--- src/design/lpmt_pkg.sv ---
// Shared types and constants for the LRU paged memory translator.
package lpmt_pkg;

    localparam int PAGE_BYTES  = 32;
    localparam int OFFSET_W    = 5;
    localparam int VADDR_W     = 13;
    localparam int RAW_PAGE_W  = VADDR_W - OFFSET_W;
    localparam int DATA_W      = 8;
    localparam int FRAME_OUT_W = 6;
    localparam int FAULT_W     = 32;

    typedef struct packed {
        logic                mode;
        logic [VADDR_W-1:0]  virtual_address;
        logic [DATA_W-1:0]   write_data;
    } lpmt_in_t;

    typedef struct packed {
        logic [DATA_W-1:0]      read_data;
        logic                   page_fault;
        logic [FRAME_OUT_W-1:0] frame_used;
        logic [FAULT_W-1:0]     fault_total;
    } lpmt_out_t;

    typedef enum logic [3:0] {
        ST_CLEAR,
        ST_IDLE,
        ST_REDUCE,
        ST_SCAN,
        ST_DECIDE,
        ST_PROMOTE,
        ST_ACCESS,
        ST_COPY,
        ST_FINISH
    } lpmt_state_t;

    typedef struct packed {
        logic clear_step;
        logic load;
        logic reduce_step;
        logic scan_step;
        logic decide;
        logic promote_step;
        logic access;
        logic copy_step;
        logic finish;
    } lpmt_cmd_t;

    typedef struct packed {
        logic clear_last;
        logic page_in_range;
        logic pass_done;
        logic is_hit;
        logic copy_done;
        logic out_free;
    } lpmt_status_t;

endpackage

--- src/design/lpmt_ctrl.sv ---
// Controller state machine: sequences the clear pass and each access.
module lpmt_ctrl (
    input  logic                   aclk,
    input  logic                   aresetn,
    input  logic                   s_valid,
    output logic                   s_ready,
    input  lpmt_pkg::lpmt_status_t status,
    output lpmt_pkg::lpmt_cmd_t    cmd
);
    import lpmt_pkg::*;

    lpmt_state_t state_reg;
    lpmt_state_t state_next;

    always_ff @(posedge aclk) begin
        if (!aresetn) begin
            state_reg <= ST_CLEAR;
        end else begin
            state_reg <= state_next;
        end
    end

    always_comb begin
        state_next = state_reg;
        cmd        = '0;
        s_ready    = 1'b0;
        unique case (state_reg)
            ST_CLEAR: begin
                cmd.clear_step = 1'b1;
                if (status.clear_last) begin
                    state_next = ST_IDLE;
                end
            end
            ST_IDLE: begin
                s_ready  = 1'b1;
                cmd.load = s_valid;
                if (s_valid) begin
                    state_next = ST_REDUCE;
                end
            end
            ST_REDUCE: begin
                cmd.reduce_step = 1'b1;
                if (status.page_in_range) begin
                    state_next = ST_SCAN;
                end
            end
            ST_SCAN: begin
                cmd.scan_step = 1'b1;
                if (status.pass_done) begin
                    state_next = ST_DECIDE;
                end
            end
            ST_DECIDE: begin
                cmd.decide = 1'b1;
                state_next = ST_PROMOTE;
            end
            ST_PROMOTE: begin
                cmd.promote_step = 1'b1;
                if (status.pass_done) begin
                    state_next = status.is_hit ? ST_ACCESS : ST_COPY;
                end
            end
            ST_ACCESS: begin
                cmd.access = 1'b1;
                state_next = ST_FINISH;
            end
            ST_COPY: begin
                cmd.copy_step = 1'b1;
                if (status.copy_done) begin
                    state_next = ST_FINISH;
                end
            end
            ST_FINISH: begin
                cmd.finish = 1'b1;
                if (status.out_free) begin
                    state_next = ST_IDLE;
                end
            end
            default: begin
                state_next = ST_IDLE;
            end
        endcase
    end
endmodule

--- config.mk ---
export PLATFORM = sky130hd
export DESIGN_NAME = lpmt_ctrl
export DESIGN_NICKNAME = d
export VERILOG_FILES = /design/src/design/lpmt_pkg.sv /design/src/design/lpmt_ctrl.sv
export SDC_FILE = /design/constraint.sdc
export NUM_CORES = 1
export LEC_CHECK = 0
export BUFFER_PORTS_ARGS = -buffer_cell sky130_fd_sc_hd__buf_2
export CAP_MARGIN = 20
export CORE_AREA = 2 2 39 41
export DETAILED_ROUTE_END_ITERATION = 6
export DIE_AREA = 0 0 41 43
export PLACE_DENSITY = 0.67
export SYNTH_ARGS = -nofsm -noshare
export SYNTH_HDL_FRONTEND = slang
export SYNTH_SLANG_ARGS = --single-unit
--- constraint.sdc ---
create_clock -name aclk -period 2.1 [get_ports aclk]
set_input_delay 0.105 -clock aclk [delete_from_list [all_inputs] [get_ports aclk]]
set_output_delay 0.105 -clock aclk [all_outputs]
set_load 0.01 [all_outputs]
# [Yosys cells after proc, flatten, opt, wreduce, memory -nomap -nowiden]
# Index checks and enable logic that the tools add are counted.
[classes] muxes=19 reduce_logical=2 eq_ne=15
[ops] op="one-hot mux 4 bit (9 select lines)" count=1
[ops] op="2-to-1 mux 4 bit" count=7
[ops] op="equality test 4 x 3 -> 1 bit, second input constant" count=4
[ops] op="inequality test 2 bit, second input constant" count=7
[ops] op="2-to-1 mux 1 bit" count=11
[ops] op="equality test 4 x 2 -> 1 bit, second input constant" count=2
[ops] op="AND reduction 7 bit" count=1
[ops] op="equality test 4 x 1 -> 1 bit, second input constant" count=1
[ops] op="equality test 4 bit, second input constant" count=1
[ops] op="zero test 4 bit" count=1
[totals] elab_cells=37 output_inout_bits=10 input_bits=9 ff_bits=4

# [Logic depth before layout (Yosys ltp)]
# Gate-level depths: netlist of the first run.
[depth] depth_word=3 mapped_depth=6 ltp_nobuf=4

# [Least setup slack after synthesis of the first run]
# No wires, ideal clock.
[synth_path] path_type="register to register" start="register state_reg[1]" end="register state_reg[3]" required_time_ps=2040 path_buffers=2 arrival_ps=1314 path_slack_ps=726 synth_period_minus_slack_ps=1374 setup_ps=60 stages_incl_launch_ff=6 cell_sequence="dfxtp_1 > buf_6 > clkbuf_1 > nor4b_1 > nand3b_1 > nand2_1"
[synth_via] elab_chain_len=3 elab_cells_between_ends=18 classes_between="eq/ne (15); mux (1); reduce/logical (2)"
[synth_lines] item="start: declaration" line_no="lpmt_ctrl.sv:12" rtl="lpmt_state_t state_reg;"
[synth_lines] item="start signal: assignment" line_no="lpmt_ctrl.sv:19" rtl="state_reg <= state_next;"
[synth_lines] item="equality test 4 x 2 -> 1 bit, or another cell as far along" line_no="lpmt_ctrl.sv:27" rtl="unique case (state_reg)"
[synth_lines] item="inequality test 2 bit (no source line)"
[synth_lines] item="AND reduction 7 bit (no source line)"
# Parallel ways exist; a longest one is shown, timed or not.
# A chain may end at the register's enable or synchronous reset.

# [Worst setup path after layout of the first run]
[layout_path] start="register state_reg[0]" end="register state_reg[0]"
# The elaborated chain is that of the path after synthesis.

==> results.toml, run 1 <==
[yosys]
postSynthCellCount = 56
synth_area_um2 = 407
ys_warn_count = 0
syn_area_per_cell_um2 = 7.26
synthArstFlopShare_pct = 0
synth.top_cell.area_share_pct = 19.7
yosys_most_used_dff = "dfxtp_1"
ys_seq_area_share_pct = 19.7
synth_edf_count = 0
synth_nets = 65
synthTopCellsByArea = "dfxtp_1 (20%), nand2_1 (5.5%), nor3_1 (4.9%), nand2b_1 (4.6%), nor4b_1 (4.3%)"
ys_types = 31
ys_ff_latch = 4
synth_top_area_cell = "dfxtp_1"

[cts]
clock_path_buffers = 2
cts_buffers = 3
ctsHtreeMaxLevel = 1
clk_latency_ns = 0.23
cts_tree = "done"
cts_num_sinks = 4
cts-hold-fix-buffers = 0
cts_setup_buffers = 0
ctsResizeCount = 0
cts_root_buffer = "clkbuf_4"
clk_pin_slew_ns = 0.04

[final_layout]
layoutNonFillerInstCount = 90
multi_input_area_um2 = 290
final_common_cell = "buf_2"
diodes = 0
n_fill_cell = 160
areaGrowthSynthToFinish_pct = 29.2
final_cell_mix = "buf_2 (18), nand2_1 (6), nor2_1 (4), nor3_1 (4), dfxtp_1 (4)"
drive_above_1_share_pct = 36.5
final_net_count = 85
largest_reg_flops = 4
ff_latch_area_um2 = 80.1

[global_route]
grt_max_degree = 16
grt_pass1_vias = 392
overflow = 0
grt_pass1_wl_um = 1640
antenna_found_initial = 0
grt.total_usage_pct = 13.1

[pwr]
p_total_w = 0.000285
power_density_nw_per_um2 = 542
ir_drop_mv = 0.288
p_leak_nw = 0.252

[sta]
max_clock_freq_mhz = 677
layout_setup_ws_ns = 0.623
fin_setup_tns_ns = 0
finalHoldViolCount = 0
setup_violations = 0
tightest_slew_ns = 0.410
period_share_pct = 70.4
relSlewSlack_pct = 72.7
skew_ns = 0.00320
slew_viol_final = 0
rsz0062_at_grt = "false"
finalCriticalPeriod_ns = 1.48

[routing]
routedLengthMet1_um = 474
wirelength_um = 1020
num_vias = 474
ant_nets = 0
wl_per_cell_um = 11.4
remaining_drc_errors = 0
highest_layer = "met3"
drtIter0Drc = 6
vias_per_cell = 5.27
wl_met2_um = 457
dr.pass1.iters = 4
wl_met3_um = 92

[setup_path]
worstSetupStartpointType = "register"
cpMaxStageDelayCell = "dfxtp_1"
path_common_cell = "nand2_1"
crit_arrival_ns = 1.59
crit_path_max_fanout = 13
path_class = "register to register"
cpPeakStageDelay_ns = 0.56
path_cells = "nand2_1 -> or3_4 -> nand2_1 -> o32ai_1"
cp-end-kind = "register"
critical_path_required_ns = 2.21

[floorplanning]
coreArea_um2 = 1380
ios = 19
chipWidth_um = 41
die_y_um = 43
die_area_um2 = 1760
start_util_pct = 29.4
rows = 14

[placement]
post-place-ws_ns = 0.633
routabilityCongestion = 0.844
dp.cells = 87
portBuffers = 18
dp.final_hpwl_um = 772

[run]
maxCapViolations = 0

[run_status]
status = "complete, no violations"

[hold_path]
hold_path_class = "primary input to register"
metrics by stage:
stage                     hold slack (ns)  util (%)  instance area [µm²]
after floorplan                     0.238         -                  407
after global placement              0.380      36.3                  503
after detailed placement            0.387      36.3                  503
after CTS                           0.143      38.0                  526
after global routing                0.148      38.0                  526
final                               0.147      38.0                  526
path summary, 6_finish.rpt:
check,slack (ns),cells after the start,from,end
min reg2reg,0.66,3,state_reg[2],state_reg[3]
max reg2reg,0.62,4,state_reg[0],state_reg[0]
min,0.15,3,status[0],state_reg[3]
max,0.62,4,state_reg[0],state_reg[0]
cells in the mapped netlist, types with 2 or more instances:
cell,n
nand2_1,6
dfxtp_1,4
nor2_1,4
nor3_1,4
nand2b_1,3
o21ai_0,3
a21oi_1,2
buf_2,2
clkbuf_1,2
inv_1,2
nand3b_1,2
nor4b_1,2
or3_1,2
critical path, delay by kind of cell (launching register included):
family           cells  cell delay, ns
AND/OR/NAND/NOR      3            0.70
AO/OA/AOI/OAI        1            0.10
flip-flops           1            0.56
area by class of cell:
class                           count  area share, %
Clock buffer                        3           4.29
Sequential cell                     4           15.2
Timing Repair Buffer               20           20.0
Inverter                            2           1.43
Tap cell                           16           3.81
Multi-Input combinational cell     45           55.2
where the power goes:
| group | switching (W) | internal (W) |
|---|---|---|
| registers | 0.0000124 | 0.0000827 |
| clock network | 0.0000289 | 0.0000637 |
| logic | 0.0000499 | 0.0000471 |
| total | 0.0000911 | 0.000194 |
layer usage:
| layer | vias up | global-route usage (%) |
|---|---|---|
| met5 | - | 0 |
| met4 | 0 | 2.00 |
| met3 | 0 | 4.71 |
| met2 | 25 | 17.8 |
| met1 | 209 | 19.9 |
| li1 | 240 | - |
cell families (layout without fill, tap and decap cells):
logic type	after synthesis	count (layout)	share of synthesized area (%)
simple gates	31	31	45.2
compound gates	12	12	19.7
buf+inv	7	25	8.92
flops	4	4	19.7
mux	2	2	6.46
(Power assumes the default switching activity.)
==> inputs of run 2 (changes only) <==
- clock period: 2.1 -> 1.4 ns (I/O delays scaled with it)
==> run 2 against run 1 <==
Against the previous run: power up 65%; clock-buffer cell count is the same; non-clock buffer count increased by 5; sequential cell count stayed put; worst hold slack worse by 0.060 ns; worst setup slack worse by 0.57 ns.
==> results.toml, run 2 (same netlist as run 1, synthesis figures left out) <==
[run_status]
status = "complete, no violations"

[pwr]
ir_drop_mv = 0.377
p_leak_nw = 0.289
power_density_nw_per_um2 = 787

[hold_path]
holdPathStages = 3
worstHoldStart = "status[0]"
hold_path_class = "primary input to register"
min_to = "state_reg[3]"

[cts]
ctsHtreeMaxLevel = 1
cts_tree = "done"
clock_path_buffers = 2
cts_buffers = 3
cts_setup_buffers = 0
clk_pin_slew_ns = 0.05
cts_root_buffer = "clkbuf_4"
cts_num_sinks = 4
clk_latency_ns = 0.25

[placement]
portBuffers = 18
routabilityCongestion = 0.790
post_dp_cell_area_um2 = 541
dp.final_hpwl_um = 857
dp.cells = 92

[setup_path]
worstSetupStartpointType = "register"
worstReg2RegEnd = "state_reg[1]"
worstRegToRegCells = 4
crit_arrival_ns = 1.52
cpPeakStageDelay_ns = 0.35
r2r-start = "state_reg[1]"
critical_path_required_ns = 1.57
cpMaxStageDelayCell = "or3_4"
ff2ff_setup_slack_ns = 0.05
path_cells = "mux2_4 -> or3_4 -> a31o_1 -> o21ai_2"
crit_path_max_fanout = 3
path_class = "register to register"
cp-end-kind = "register"

[sta]
setup_violations = 0
whs_ns = 0.0874
finalHoldViolCount = 0
relSlewSlack_pct = 83.2
rsz0062_at_grt = "true"
skew_ns = 0.0129
fin_setup_tns_ns = 0
finalCriticalPeriod_ns = 1.35
tightest_slew_ns = 0.249
max_clock_freq_mhz = 740
period_share_pct = 96.5
slew_viol_final = 0

[floorplanning]
ios = 19
chipWidth_um = 41
start_util_pct = 29.4
die_y_um = 43
coreArea_um2 = 1380
rows = 14
die_area_um2 = 1760

[routing]
highest_layer = "met3"
wl_met3_um = 84
ant_nets = 0
drtIter0Drc = 13
num_vias = 497
dr.pass1.iters = 4
vias_per_cell = 5.23
wirelength_um = 1160
routedLengthMet1_um = 545
wl_per_cell_um = 12.2
remaining_drc_errors = 0
wl_met2_um = 527

[final_layout]
ff_latch_area_um2 = 83.8
largest_reg_flops = 4
multi_input_area_um2 = 322
final_core_util_pct = 43.2
final_common_cell = "buf_2"
fin_area_um2 = 598
final_net_count = 90
final_cell_mix = "buf_2 (18), buf_4 (7), nand2_1 (6)"
n_fill_cell = 159
areaGrowthSynthToFinish_pct = 47.1
diodes = 0
drive_above_1_share_pct = 50.6
layoutNonFillerInstCount = 95

[global_route]
grt_pass1_wl_um = 1740
antenna_found_initial = 0
grt_pass1_vias = 398
overflow = 0
grt_max_degree = 16
grt.total_usage_pct = 14.4

[run]
maxCapViolations = 0
-- run 2: cell count changes in the layout (fill, tap and decap cells not counted), moves of 2 or more --
cell | before | now
buf_4 | 2 | 7
dfxtp_1 | 4 | 1
dfxtp_2 | 0 | 3
nor3_1 | 4 | 2
nor3_2 | 0 | 2
-- run 2: repair_timing --
| item | 4_1_cts | 5_1_grt |
|---|---|---|
| gates resized for setup | 2 | 8 |
| cloned | 0 | 0 |
| endpoints found under the setup margin | 5 | 6 |
| hold buffers | 0 | 0 |
| pin swaps | 0 | 3 |
-- run 2: area by class of cell --
type / count / share of cell area [%]
clock buffers: 3 / 3.77
well taps: 16 / 3.35
repair buffers: 25 / 23.8
inverters: 2 / 1.26
flip-flops and latches: 4 / 14.0
multi-input cells: 45 / 53.8
-- run 2: worst max path at each step --
stage / start / end / slack (ns) / depth (start not counted)
after global routing: state_reg[1] / state_reg[2] / -0.005 / 5
after detailed placement: state_reg[1] / state_reg[0] / 0.06 / 4
after floorplan: state_reg[1] / state_reg[3] / 0.03 / 5
final: state_reg[1] / state_reg[1] / 0.05 / 4
after CTS: state_reg[3] / cmd[5] / 0.02 / 4
after global placement: state_reg[1] / state_reg[0] / 0.09 / 4
-- run 2: power breakdown --
part	internal (W)	switching, W
sequential	0.000125	0.0000157
clock	0.0000966	0.0000572
combinational	0.0000846	0.0000916
-- run 2: worst max-delay path, delay by kind of cell, from the launching register on --
| kind | cells | cell delay, ns |
|---|---|---|
| mux | 1 | 0.32 |
| flops | 1 | 0.34 |
| simple gates | 1 | 0.35 |
| compound gates | 2 | 0.28 |
-- run 2: metrics by stage --
| stage | worst slack, ns | total power, W |
|---|---|---|
| 2_1_floorplan | 0.0257 | 0.000244 |
| 3_3_place_gp | 0.0861 | 0.000299 |
| 3_5_place_dp | 0.0628 | 0.000300 |
| 4_1_cts | 0.0172 | 0.000456 |
| 5_1_grt | -0.00513 | 0.000499 |
| 6_report | 0.0488 | 0.000471 |
-- run 2: layer usage --
layer | global-route usage (%) | vias to the layer above
li1 | - | 251
met5 | 0 | -
met4 | 7.33 | 0
met2 | 18.4 | 23
met3 | 3.14 | 0
met1 | 21.7 | 223
